<file path="src/design/i2cm_pkg.sv">
// Shared types and constants for the I2C master bit sequencer.
package i2cm_pkg;

  // Command codes carried in func.
  localparam logic [2:0] FUNC_START = 3'd0;
  localparam logic [2:0] FUNC_STOP  = 3'd1;
  localparam logic [2:0] FUNC_SEND  = 3'd2;
  localparam logic [2:0] FUNC_WACK  = 3'd3;
  localparam logic [2:0] FUNC_READ  = 3'd4;

  // Configuration register indexes.
  localparam logic CFG_TICKS_PER_UNIT = 1'b0;
  localparam logic CFG_ACK_TIMEOUT    = 1'b1;

  // Register reset values.
  localparam logic [7:0] TICKS_PER_UNIT_RST = 8'd1;
  localparam logic [7:0] ACK_TIMEOUT_RST    = 8'd250;

  // Bits per byte on the bus.
  localparam logic [3:0] BITS_PER_BYTE = 4'd8;

  localparam int DLY_W = 11;

  typedef enum logic [15:0] {
    PH_IDLE    = 16'b0000_0000_0000_0001,
    PH_ST_A    = 16'b0000_0000_0000_0010,
    PH_ST_B    = 16'b0000_0000_0000_0100,
    PH_SP_A    = 16'b0000_0000_0000_1000,
    PH_SP_B    = 16'b0000_0000_0001_0000,
    PH_SP_C    = 16'b0000_0000_0010_0000,
    PH_WA_A    = 16'b0000_0000_0100_0000,
    PH_WA_B    = 16'b0000_0000_1000_0000,
    PH_WA_POLL = 16'b0000_0001_0000_0000,
    PH_TX_SET  = 16'b0000_0010_0000_0000,
    PH_TX_HIGH = 16'b0000_0100_0000_0000,
    PH_TX_LOW  = 16'b0000_1000_0000_0000,
    PH_RX_LOW  = 16'b0001_0000_0000_0000,
    PH_RX_HIGH = 16'b0010_0000_0000_0000,
    PH_AK_SET  = 16'b0100_0000_0000_0000,
    PH_AK_HIGH = 16'b1000_0000_0000_0000
  } phase_t;

  // One result beat.
  typedef struct packed {
    logic       scl;
    logic       sda;
    logic       busy;
    logic       done;
    logic [7:0] rx;
    logic       err;
  } result_t;

endpackage

</file>
<file path="src/design/i2cm_core.sv">
// Bus phase sequencer: state registers and per-tick next-state logic.
module i2cm_core (
  input  logic              clk,
  input  logic              rst,
  input  logic              accept,
  input  logic              cmd_valid,
  input  logic [2:0]        func,
  input  logic [7:0]        tx_byte,
  input  logic              ack_after_read,
  input  logic              sda_in,
  input  logic [7:0]        ticks_per_unit,
  input  logic [7:0]        ack_timeout,
  output i2cm_pkg::result_t result
);

  i2cm_pkg::phase_t phase, phase_next;
  logic [2:0]  current_command, current_command_next;
  logic [3:0]  bit_count, bit_count_next;
  logic [i2cm_pkg::DLY_W-1:0] delay_count, delay_count_next;
  logic [7:0]  tx_shift, tx_shift_next;
  logic [7:0]  rx_shift, rx_shift_next;
  logic [7:0]  poll_count, poll_count_next;
  logic        ack_choice, ack_choice_next;
  logic        scl_level, scl_level_next;
  logic        sda_level, sda_level_next;
  logic        err_flag, err_flag_next;
  logic        done;

  logic [7:0]  tpu;
  logic [i2cm_pkg::DLY_W-1:0] dly1, dly2, dly4, dc_dec;
  logic [3:0]  bit_inc;

  // zero scale counts as one
  assign tpu  = (ticks_per_unit == 8'd0) ? 8'd1 : ticks_per_unit;
  assign dly1 = {3'b000, tpu};
  assign dly2 = {2'b00, tpu, 1'b0};
  assign dly4 = {1'b0, tpu, 2'b00};

  assign dc_dec  = (delay_count != '0) ? delay_count - 1'b1 : delay_count;
  assign bit_inc = bit_count + 4'd1;

  always_comb begin
    phase_next           = phase;
    current_command_next = current_command;
    bit_count_next       = bit_count;
    delay_count_next     = delay_count;
    tx_shift_next        = tx_shift;
    rx_shift_next        = rx_shift;
    poll_count_next      = poll_count;
    ack_choice_next      = ack_choice;
    scl_level_next       = scl_level;
    sda_level_next       = sda_level;
    err_flag_next        = err_flag;
    done                 = 1'b0;

    unique case (phase)
      i2cm_pkg::PH_IDLE: begin
        if (cmd_valid && func <= i2cm_pkg::FUNC_READ) begin
          current_command_next = func;
          unique case (func)
            i2cm_pkg::FUNC_START: begin
              sda_level_next   = 1'b1;
              scl_level_next   = 1'b1;
              delay_count_next = dly4;
              phase_next       = i2cm_pkg::PH_ST_A;
            end
            i2cm_pkg::FUNC_STOP: begin
              scl_level_next   = 1'b0;
              sda_level_next   = 1'b0;
              delay_count_next = dly4;
              phase_next       = i2cm_pkg::PH_SP_A;
            end
            i2cm_pkg::FUNC_SEND: begin
              scl_level_next   = 1'b0;
              bit_count_next   = 4'd0;
              sda_level_next   = tx_byte[7];
              tx_shift_next    = {tx_byte[6:0], 1'b0};
              delay_count_next = dly2;
              phase_next       = i2cm_pkg::PH_TX_SET;
            end
            i2cm_pkg::FUNC_WACK: begin
              err_flag_next    = 1'b0;
              poll_count_next  = 8'd0;
              sda_level_next   = 1'b1;
              delay_count_next = dly1;
              phase_next       = i2cm_pkg::PH_WA_A;
            end
            default: begin
              sda_level_next   = 1'b1;
              scl_level_next   = 1'b0;
              rx_shift_next    = 8'd0;
              bit_count_next   = 4'd0;
              ack_choice_next  = ack_after_read;
              delay_count_next = dly2;
              phase_next       = i2cm_pkg::PH_RX_LOW;
            end
          endcase
        end
      end
      i2cm_pkg::PH_WA_POLL: begin
        if (!sda_in) begin
          scl_level_next = 1'b0;
          phase_next     = i2cm_pkg::PH_IDLE;
          done           = 1'b1;
        end else if (poll_count >= ack_timeout) begin
          // timed out: fall into a stop condition
          scl_level_next   = 1'b0;
          sda_level_next   = 1'b0;
          delay_count_next = dly4;
          phase_next       = i2cm_pkg::PH_SP_A;
        end else begin
          poll_count_next = poll_count + 8'd1;
        end
      end
      default: begin
        delay_count_next = dc_dec;
        if (dc_dec == '0) begin
          unique case (phase)
            i2cm_pkg::PH_ST_A: begin
              sda_level_next   = 1'b0;
              delay_count_next = dly4;
              phase_next       = i2cm_pkg::PH_ST_B;
            end
            i2cm_pkg::PH_ST_B: begin
              scl_level_next = 1'b0;
              phase_next     = i2cm_pkg::PH_IDLE;
              done           = 1'b1;
            end
            i2cm_pkg::PH_SP_A: begin
              scl_level_next   = 1'b1;
              delay_count_next = {{(i2cm_pkg::DLY_W-1){1'b0}}, 1'b1};
              phase_next       = i2cm_pkg::PH_SP_B;
            end
            i2cm_pkg::PH_SP_B: begin
              sda_level_next   = 1'b1;
              delay_count_next = dly4;
              phase_next       = i2cm_pkg::PH_SP_C;
            end
            i2cm_pkg::PH_SP_C: begin
              if (current_command == i2cm_pkg::FUNC_WACK) err_flag_next = 1'b1;
              phase_next = i2cm_pkg::PH_IDLE;
              done       = 1'b1;
            end
            i2cm_pkg::PH_WA_A: begin
              scl_level_next   = 1'b1;
              delay_count_next = dly1;
              phase_next       = i2cm_pkg::PH_WA_B;
            end
            i2cm_pkg::PH_WA_B: begin
              poll_count_next = 8'd0;
              phase_next      = i2cm_pkg::PH_WA_POLL;
            end
            i2cm_pkg::PH_TX_SET: begin
              scl_level_next   = 1'b1;
              delay_count_next = dly2;
              phase_next       = i2cm_pkg::PH_TX_HIGH;
            end
            i2cm_pkg::PH_TX_HIGH: begin
              scl_level_next   = 1'b0;
              delay_count_next = dly2;
              phase_next       = i2cm_pkg::PH_TX_LOW;
            end
            i2cm_pkg::PH_TX_LOW: begin
              bit_count_next = bit_inc;
              if (bit_inc >= i2cm_pkg::BITS_PER_BYTE) begin
                phase_next = i2cm_pkg::PH_IDLE;
                done       = 1'b1;
              end else begin
                sda_level_next   = tx_shift[7];
                tx_shift_next    = {tx_shift[6:0], 1'b0};
                delay_count_next = dly2;
                phase_next       = i2cm_pkg::PH_TX_SET;
              end
            end
            i2cm_pkg::PH_RX_LOW: begin
              scl_level_next   = 1'b1;
              rx_shift_next    = {rx_shift[6:0], sda_in};
              bit_count_next   = bit_inc;
              delay_count_next = dly1;
              phase_next       = i2cm_pkg::PH_RX_HIGH;
            end
            i2cm_pkg::PH_RX_HIGH: begin
              scl_level_next   = 1'b0;
              delay_count_next = dly2;
              if (bit_count >= i2cm_pkg::BITS_PER_BYTE) begin
                sda_level_next = !ack_choice;
                phase_next     = i2cm_pkg::PH_AK_SET;
              end else begin
                phase_next     = i2cm_pkg::PH_RX_LOW;
              end
            end
            i2cm_pkg::PH_AK_SET: begin
              scl_level_next   = 1'b1;
              delay_count_next = dly2;
              phase_next       = i2cm_pkg::PH_AK_HIGH;
            end
            i2cm_pkg::PH_AK_HIGH: begin
              scl_level_next = 1'b0;
              phase_next     = i2cm_pkg::PH_IDLE;
              done           = 1'b1;
            end
            default: phase_next = i2cm_pkg::PH_IDLE;
          endcase
        end
      end
    endcase
  end

  always_ff @(posedge clk) begin
    if (rst) begin
      phase           <= i2cm_pkg::PH_IDLE;
      current_command <= 3'd0;
      bit_count       <= 4'd0;
      delay_count     <= '0;
      tx_shift        <= 8'd0;
      rx_shift        <= 8'd0;
      poll_count      <= 8'd0;
      ack_choice      <= 1'b0;
      scl_level       <= 1'b1;
      sda_level       <= 1'b1;
      err_flag        <= 1'b0;
    end else if (accept) begin
      phase           <= phase_next;
      current_command <= current_command_next;
      bit_count       <= bit_count_next;
      delay_count     <= delay_count_next;
      tx_shift        <= tx_shift_next;
      rx_shift        <= rx_shift_next;
      poll_count      <= poll_count_next;
      ack_choice      <= ack_choice_next;
      scl_level       <= scl_level_next;
      sda_level       <= sda_level_next;
      err_flag        <= err_flag_next;
    end
  end

  // levels after this tick's update
  assign result.scl  = scl_level_next;
  assign result.sda  = sda_level_next;
  assign result.busy = (phase_next != i2cm_pkg::PH_IDLE);
  assign result.done = done;
  assign result.rx   = rx_shift_next;
  assign result.err  = err_flag_next;

endmodule

</file>
<file path="src/design/i2c_master_bit_sequencer.sv">
// Top level of the I2C master bit sequencer: config registers, core, output skid.
//
// Usage:
//   Input channel (in_valid / in_stall): one beat per time tick of the bus.
//   A beat carries the sampled SDA level and an optional command (cmd_valid,
//   func, tx_byte, ack_after_read). Commands offered while busy are dropped.
//   Output channel (out_valid / out_stall): exactly one beat per input beat,
//   with the SCL/SDA pin levels after that tick, busy/done flags, the receive
//   shift register and the ack-timeout flag.
//   A result is registered in the output register, or in the skid register
//   while the output stalls. Throughput: one beat per cycle; the sequencer
//   steps on each accepted beat, so the sole limit is the output taking beats.
//   Stall: the output register plus a one-beat skid register let one more
//   beat in after the receiver stalls; in_stall rises once the skid is full.
//   Reset (rst, synchronous): sequencer idle, SCL and SDA released high,
//   ticks_per_unit = 1, ack_timeout = 250, both channels empty.
//   Config: cfg_wr_en writes cfg_data[7:0] into register cfg_index
//   (0 ticks_per_unit, 1 ack_timeout); write only while idle.
module i2c_master_bit_sequencer (
  input  logic       clk,
  input  logic       rst,
  // configuration write port
  input  logic       cfg_wr_en,
  input  logic       cfg_index,
  input  logic [7:0] cfg_data,
  // input channel
  input  logic       in_valid,
  output logic       in_stall,
  input  logic       cmd_valid,
  input  logic [2:0] func,
  input  logic [7:0] tx_byte,
  input  logic       ack_after_read,
  input  logic       sda_in,
  // output channel
  output logic       out_valid,
  input  logic       out_stall,
  output logic       scl_out,
  output logic       sda_release,
  output logic       busy_res,
  output logic       done_res,
  output logic [7:0] rx_byte,
  output logic       ack_error
);

  logic [7:0] ticks_per_unit;
  logic [7:0] ack_timeout;

  logic       accept;
  logic       out_free;
  logic       skid_valid;
  i2cm_pkg::result_t res, out_data, skid_data;

  // Configuration registers.
  always_ff @(posedge clk) begin
    if (rst) begin
      ticks_per_unit <= i2cm_pkg::TICKS_PER_UNIT_RST;
      ack_timeout    <= i2cm_pkg::ACK_TIMEOUT_RST;
    end else if (cfg_wr_en) begin
      if (cfg_index == i2cm_pkg::CFG_TICKS_PER_UNIT) ticks_per_unit <= cfg_data;
      else ack_timeout <= cfg_data;
    end
  end

  // A beat enters whenever the skid slot is empty.
  assign in_stall = skid_valid;
  assign accept   = in_valid && !in_stall;

  i2cm_core u_core (
    .clk            (clk),
    .rst            (rst),
    .accept         (accept),
    .cmd_valid      (cmd_valid),
    .func           (func),
    .tx_byte        (tx_byte),
    .ack_after_read (ack_after_read),
    .sda_in         (sda_in),
    .ticks_per_unit (ticks_per_unit),
    .ack_timeout    (ack_timeout),
    .result         (res)
  );

  // Output register with a one-beat skid behind it.
  assign out_free = !out_valid || !out_stall;

  always_ff @(posedge clk) begin
    if (rst) begin
      out_valid  <= 1'b0;
      skid_valid <= 1'b0;
    end else if (out_free) begin
      if (skid_valid) begin
        out_valid  <= 1'b1;
        skid_valid <= 1'b0;
      end else begin
        out_valid  <= accept;
      end
    end else if (accept) begin
      skid_valid <= 1'b1;
    end
  end

  // payload, no reset
  always_ff @(posedge clk) begin
    if (out_free) begin
      if (skid_valid) out_data <= skid_data;
      else if (accept) out_data <= res;
    end else if (accept) begin
      skid_data <= res;
    end
  end

  assign scl_out     = out_data.scl;
  assign sda_release = out_data.sda;
  assign busy_res    = out_data.busy;
  assign done_res    = out_data.done;
  assign rx_byte     = out_data.rx;
  assign ack_error   = out_data.err;

endmodule

</file>
<file path="config.mk">
export PLATFORM = sky130hd
export DESIGN_NAME = i2c_master_bit_sequencer
export DESIGN_NICKNAME = d
export VERILOG_FILES = /design/src/design/i2cm_pkg.sv /design/src/design/i2cm_core.sv /design/src/design/i2c_master_bit_sequencer.sv
export SDC_FILE = /design/constraint.sdc
export NUM_CORES = 1
export LEC_CHECK = 0
export ABC_AREA = 1
export BUFFER_PORTS_ARGS = -buffer_cell sky130_fd_sc_hd__buf_4
export CORE_MARGIN = 1.5
export CORE_UTILIZATION = 55
export CTS_BUF_LIST = sky130_fd_sc_hd__clkbuf_16
export DETAILED_ROUTE_END_ITERATION = 10
export PLACE_DENSITY_LB_ADDON = 0.3
export REMOVE_ABC_BUFFERS = 1
export SYNTH_ARGS = -nofsm -noshare
export SYNTH_HDL_FRONTEND = slang
export SYNTH_SLANG_ARGS = --single-unit
</file>
<file path="constraint.sdc">
create_clock -name clk -period 3.42 [get_ports clk]
set_input_delay 1.026 -clock clk [delete_from_list [all_inputs] [get_ports clk]]
set_output_delay 1.026 -clock clk [all_outputs]
set_load 0.01 [all_outputs]
</file>
Word-level counts from Yosys, hierarchy flattened
Index checks and enable logic that the tools add are counted.

word-level totals
  flip-flop bits (word level) = 106
  input bits = 28

cells by class
  add/subtract/negate cells = 3
  $lt $le $gt $ge = 4
  eq/ne operators = 29
  muxes and demuxes = 72
  bitwise gates (word level) = 4
  reduce and logical (&&, ||, !) cells = 38

operators by type and width
  operator                                         number
  case mux 16 bit (11 select lines)                1
  2-to-1 mux 8 bit                                 16
  2-to-1 mux 11 bit                                6
  2-to-1 mux 16 bit                                4
  case mux 11 bit (5 select lines)                 1
  case mux 13 bit (4 select lines)                 1
  case mux 8 bit (2 select lines)                  3
  case mux 16 bit (2 select lines)                 1
  2-to-1 mux 13 bit                                2
  case mux 11 bit (2 select lines)                 1
  case mux 10 bit (2 select lines)                 1
  2-to-1 mux 1 bit                                 19
  == test 16 x 1 -> 1 bit, second input constant   1
  == test 16 x 10 -> 1 bit, second input constant  1
  == test 16 x 11 -> 1 bit, second input constant  1
  == test 16 x 12 -> 1 bit, second input constant  1
  == test 16 x 13 -> 1 bit, second input constant  1
  == test 16 x 14 -> 1 bit, second input constant  1
  == test 16 x 15 -> 1 bit, second input constant  1
  == test 16 bit, second input constant            1
  == test 16 x 2 -> 1 bit, second input constant   1
  == test 16 x 3 -> 1 bit, second input constant   1
  == test 16 x 4 -> 1 bit, second input constant   1
  == test 16 x 5 -> 1 bit, second input constant   1
  other kinds (40)                                 82

Longest topological paths before layout
  word-level depth = 9
  depth in mapped cells = 20
  gate-level depth less buffers = 20

Hierarchy
A second synthesis with hierarchy kept.

unflattened totals
  cells, all modules = 1058
  area total of the unflattened synthesis = 7015.5 um2

modules (own cells, without submodules)
  module                    instances  cells an instance  area each (um2)  seq. area each (um2)
  i2cm_core                 1          894                5342.6           1221.2
  i2c_master_bit_sequencer  1          164                1672.9           1141.1

Worst setup path before layout
No wires, ideal clock.

  path type = input -> register
  start point = input port func[0]
  end point = register u_core.bit_count[3]
  library setup time = 0.086 ns
  data arrival time = 2.544 ns
  data required time = 3.334 ns
  path slack = 0.791 ns
  cell stages on the path = 11
  cells stage by stage = inv_1 -> nor2_1 -> inv_1 -> nor2_1 -> nor2_1 -> inv_1 -> nor2_1 -> or2_2 -> nand3_1 -> a21oi_1 -> a211oi_1

between the ends
  cells in the longest elaborated chain, start to end = 4

ends and longest elaborated chain
  element                                                                   line                            text
  from (decl)                                                               i2c_master_bit_sequencer.sv:30  input logic [2:0] func,
  less-or-equal comparator 3 bit (tied with other cells)                    i2cm_core.sv:58                 if (cmd_valid && func <= i2cm_pkg::FUNC_READ) begin
  logical AND 1 bit / OR reduction 3 bit (equally long branches)            n/a
  != test 2 x 1 -> 1 bit (no line) / != test 2 bit (equally long branches)  n/a
  AND reduction 6 bit (no line) *                                           n/a
  to (signal assigned)                                                      i2cm_core.sv:225                bit_count <= bit_count_next;
  to (decl)                                                                 i2cm_core.sv:18                 logic [3:0] bit_count, bit_count_next;

Every way passes the cells marked *; elsewhere a longest branch is shown, timed or not.
A chain may end at the register's enable or synchronous reset.

==> metrics.log <==
[metrics] vertical die dimension: 114 um
[metrics] overall die width: roughly 110 um
[metrics] Hold Violations, Final: 0
[metrics] wire length of the first global-routing pass: between 20000 and 30000 um
[metrics] WP data arrival: a little over 3 ns
[metrics] Fmax: ~340 MHz
[metrics] net count reported at finish: approximately 1100
[metrics] library cell with the largest summed area after synthesis: sky130_fd_sc_hd__dfxtp_1
[metrics] startpoint of the worst register-to-register path: u_core.delay_count[0]
[metrics] most used standard cell by instance count after synthesis: sky130_fd_sc_hd__nand2_1
[metrics] ys flop type: sky130_fd_sc_hd__dfxtp_1
[metrics] area of the die: approximately 13000 um^2
[metrics] storage element area: approximately 2400 um^2
[metrics] Max Cap Viol: 0
[metrics] sequential area share after synthesis: 0.351
[metrics] total CTS buffers: 9
[metrics] vias per inst: 5.59
[metrics] leading post-synthesis cells by cell area: sky130_fd_sc_hd__dfxtp_1 23%, sky130_fd_sc_hd__nand2_1 12%, sky130_fd_sc_hd__edfxtp_1 12%
[metrics] quantity of I/O buffers inserted on ports: 42
[metrics] Synth Register Bits: roughly 110
[metrics] kind of capture point of the worst setup path: register
[metrics] count of different cell masters after synthesis: 56
[metrics] total number of H-tree levels: 3
[metrics] largest net degree at the start of global routing: a little over 50
[metrics] flop-to-flop setup slack: ~0.48 ns
[metrics] buffers from clock root to sink, at most: 2
[metrics] capturing point of the worst reg2reg path: skid_data[10]
[metrics] latest clock arrival within the worst-skew pair: between 0.3 and 0.4 ns
[metrics] grt total ovfl: 0
[metrics] Warnings, synthesis: 0
[metrics] violation count after the first detailed-route iteration: 430
[metrics] core outline area: 12000 um^2
[metrics] number of enable-type register cells in the synthesized netlist: 26
[metrics] Hold/Removal Path Class: register to register
[metrics] Hold Buf Count CTS: 0
[metrics] Clk network pwr share: 0.351
[metrics] uppermost signal routing layer after detailed routing: met4
[metrics] number of antenna diodes: 0
[metrics] number of clock sinks: ~110
[metrics] number of buffers inserted by post-CTS setup repair: 0
[metrics] most instantiated cells after synthesis: 221 x sky130_fd_sc_hd__nand2_1, 137 x sky130_fd_sc_hd__inv_1, 97 x sky130_fd_sc_hd__nor2_1
[metrics] total length of routed wires: approximately 17000 um
[metrics] via count of the first global-routing pass: around 5900
[metrics] minimum setup slack in the final design: slightly below 0.5 ns
[metrics] async set-or-reset flop fraction in the synthesized netlist: 0
[metrics] residual antenna-violating net count after detailed routing: 0
[metrics] transition time of the tightest slew-check pin: between 0.5 and 0.6 ns
[metrics] final cycle utilization of the critical path: 0.860
[metrics] number of rows in the core area: 40
[metrics] required time of the critical path: approximately 3.5 ns
[metrics] Layout Area Growth over Synthesis: 11.4%
[metrics] cell count after synthesis: between 900 and 1000
[metrics] Clock Skews: between 0.008 and 0.009 ns
[metrics] TritonCTS clock tree: yes
[metrics] synthesized area per cell: ~6.9 um^2
[metrics] Sequential Power Share: 0.416
[metrics] GP Congestion: 0.927
[metrics] post-synth design cell area: approximately 6700 um^2
[metrics] Worst Hold End: ack_timeout[2]
[metrics] Resized cells post-CTS: 0
[metrics] sum of routed wire segments on met1: 7690 um
[metrics] final setup vio count: 0
[metrics] top-area cell type share of the netlist area: 0.235
[metrics] wire per inst: about 15 um
[metrics] vias after detailed routing: ~6500
[metrics] hpwl dp: roughly 13000 um
[metrics] run status: completed
[metrics] Root Buffer: sky130_fd_sc_hd__clkbuf_16
[metrics] setup slack at placement: roughly 0.46 ns
[metrics] hold path startpoint: ack_timeout[2]
[metrics] total met2 wirelength after detailed routing: roughly 8000 um
[metrics] share of layout cells above drive strength 1: 0.119
[metrics] final-layout fill cell count: roughly 1100
[metrics] Post-route DRC: 0
[metrics] number of top-level pins: between 40 and 50
[metrics] IR Drop Worst-Case VDD: roughly 0.00033 V
[metrics] antenna violations before repair: 0
[metrics] crit-path max FO: 20
[metrics] Tot Pwr: 3.38 mW
[metrics] Total Routing Usage GR: 0.274
[metrics] power per standard cell area: about 450 nW/um^2
[metrics] combinational fraction of design power: 0.233
[metrics] switching part of the total power: 0.313
[metrics] Pre-antenna DRT Iters: 5
[metrics] Met3 Wirelength: 1120 um
[metrics] relative slew slack: 0.602
[metrics] Placement Cell Area: just over 7000 um^2
[metrics] type of origin of the critical path: register
[metrics] instance count along the most critical hold path: 2
[metrics] P_int: around 2.3 mW
[metrics] cells on worst reg2reg path: 16
[metrics] Worst Setup Path Type: register to register
[metrics] Initial Utilization: 0.563
[metrics] area of the multi-input gates: approximately 3700 um^2
[metrics] final instance area: approximately 7500 um^2
[metrics] accumulated negative setup slack: 0 ns
[metrics] Switching Power: 1.06 mW
[metrics] unrepaired setup endpoints after global routing: false
[metrics] clock-pin slew on the worst setup and hold paths: ~0.07 ns
[metrics] post-layout min period: roughly 3 ns
[metrics] Final Util: 0.628
[metrics] total leakage power: between 3 and 4 nW
[metrics] pins over their slew limit: 0
power by group through the flow:
stage,Clock (mW),Sequential [mW],Combinational [mW]
CTS,1.20,1.41,0.783
global route,1.25,1.41,0.891
detailed placement,0,1.43,0.779
finish,1.19,1.41,0.790
floorplan,0,1.43,0.567
global placement,0,1.43,0.773
worst max-delay path, cell delays in order, from the launching register on:
cell and delay, ns:
sky130_fd_sc_hd__dfxtp_1 0.32, sky130_fd_sc_hd__inv_1 0.14, sky130_fd_sc_hd__ha_1 0.26, sky130_fd_sc_hd__nand2_2 0.11, sky130_fd_sc_hd__nor2_4 0.15, sky130_fd_sc_hd__nand2_4 0.14, sky130_fd_sc_hd__nand2_1 0.11, sky130_fd_sc_hd__nand2_1 0.08
sky130_fd_sc_hd__nor2_1 0.15, sky130_fd_sc_hd__nand2_1 0.08, sky130_fd_sc_hd__nor2_2 0.14, sky130_fd_sc_hd__nand2_2 0.26, sky130_fd_sc_hd__nand2_1 0.13, sky130_fd_sc_hd__nand3_1 0.13, sky130_fd_sc_hd__nor3_1 0.25, sky130_fd_sc_hd__and3_1 0.19
sky130_fd_sc_hd__nand2_1 0.05
placed cells by master (no fill, tap or decap), types with 5 or more instances in the layout:
cell / n
sky130_fd_sc_hd__nand3b_1: 5
sky130_fd_sc_hd__o211ai_2: 6
sky130_fd_sc_hd__a221oi_1: 5
sky130_fd_sc_hd__edfxtp_1: 26
sky130_fd_sc_hd__a21oi_1: 76
sky130_fd_sc_hd__nand4_1: 12
sky130_fd_sc_hd__nand2_4: 6
sky130_fd_sc_hd__clkbuf_16: 9
sky130_fd_sc_hd__nor3_1: 25
sky130_fd_sc_hd__dfxtp_1: 79
sky130_fd_sc_hd__a211oi_1: 6
sky130_fd_sc_hd__o21ai_1: 20
sky130_fd_sc_hd__o221ai_1: 7
sky130_fd_sc_hd__nor2_1: 97
sky130_fd_sc_hd__inv_1: 137
sky130_fd_sc_hd__o211ai_1: 17
sky130_fd_sc_hd__mux2i_1: 6
sky130_fd_sc_hd__buf_4: 54
sky130_fd_sc_hd__nand3_1: 45
sky130_fd_sc_hd__o21ai_0: 65
sky130_fd_sc_hd__xor2_1: 5
sky130_fd_sc_hd__inv_2: 6
sky130_fd_sc_hd__nand2_1: 221
sky130_fd_sc_hd__ha_1: 12
sky130_fd_sc_hd__nand2_2: 12
sky130_fd_sc_hd__a31oi_1: 10
through the flow:
stage / instances / hold slack (ns)
4_1_cts: 1166 / 0.470
6_report: 1166 / 0.465
3_3_place_gp: 1150 / 0.444
2_1_floorplan: 949 / 0.430
3_5_place_dp: 1150 / 0.453
5_1_grt: 1166 / 0.489
worst max path at each step:
stage | start | to | slack, ns | depth (start not counted)
6_report | u_core.delay_count[0] | skid_data[10] | 0.48 | 16
5_1_grt | u_core.delay_count[0] | busy_res | 0.16 | 19
4_1_cts | u_core.delay_count[0] | busy_res | 0.49 | 19
3_5_place_dp | func[2] | u_core.bit_count[0] | 0.46 | 10
3_3_place_gp | u_core.delay_count[0] | busy_res | 0.54 | 19
2_1_floorplan | in_valid | skid_data[0] | 0.28 | 4
layer usage:
metal | vias up | global-route usage
met1 | 2934 | 0.360
met2 | 227 | 0.444
met5 | - | 0
met3 | 34 | 0.0622
li1 | 3328 | -
met4 | 0 | 0.0975
final cells by class:
class	instances	area share
multi-input cells	697	0.487
repair buffers	54	0.0540
clock buffers	9	0.0300
well taps	147	0.0245
clock inverters	7	0.0153
inverters	147	0.0740
flip-flops and latches	105	0.315
cells by family (layout without fill, tap and decap cells):
logic type / after synthesis / count (layout) / share of synthesized area
buffers and inverters: 178 / 217 / 0.106
adder cells (fa/ha/maj): 12 / 12 / 0.0223
flip-flops: 105 / 105 / 0.351
AND/OR/NAND/NOR: 445 / 445 / 0.299
XOR/XNOR: 6 / 6 / 0.00780
multiplexers: 6 / 6 / 0.00892
AO/OA/AOI/OAI: 228 / 228 / 0.205
registers in the layout, indices dropped and copies added (netlist names), 8 cells and up:
| register | cells |
|---|---|
| ack_timeout | 8 |
| ticks_per_unit | 8 |
| skid_data | 13 |
| u_core.phase | 16 |
| rx_byte | 8 |
| u_core.rx_shift | 8 |
| u_core.delay_count | 11 |
| u_core.poll_count | 8 |
Power figures use the tool's default switching activity.
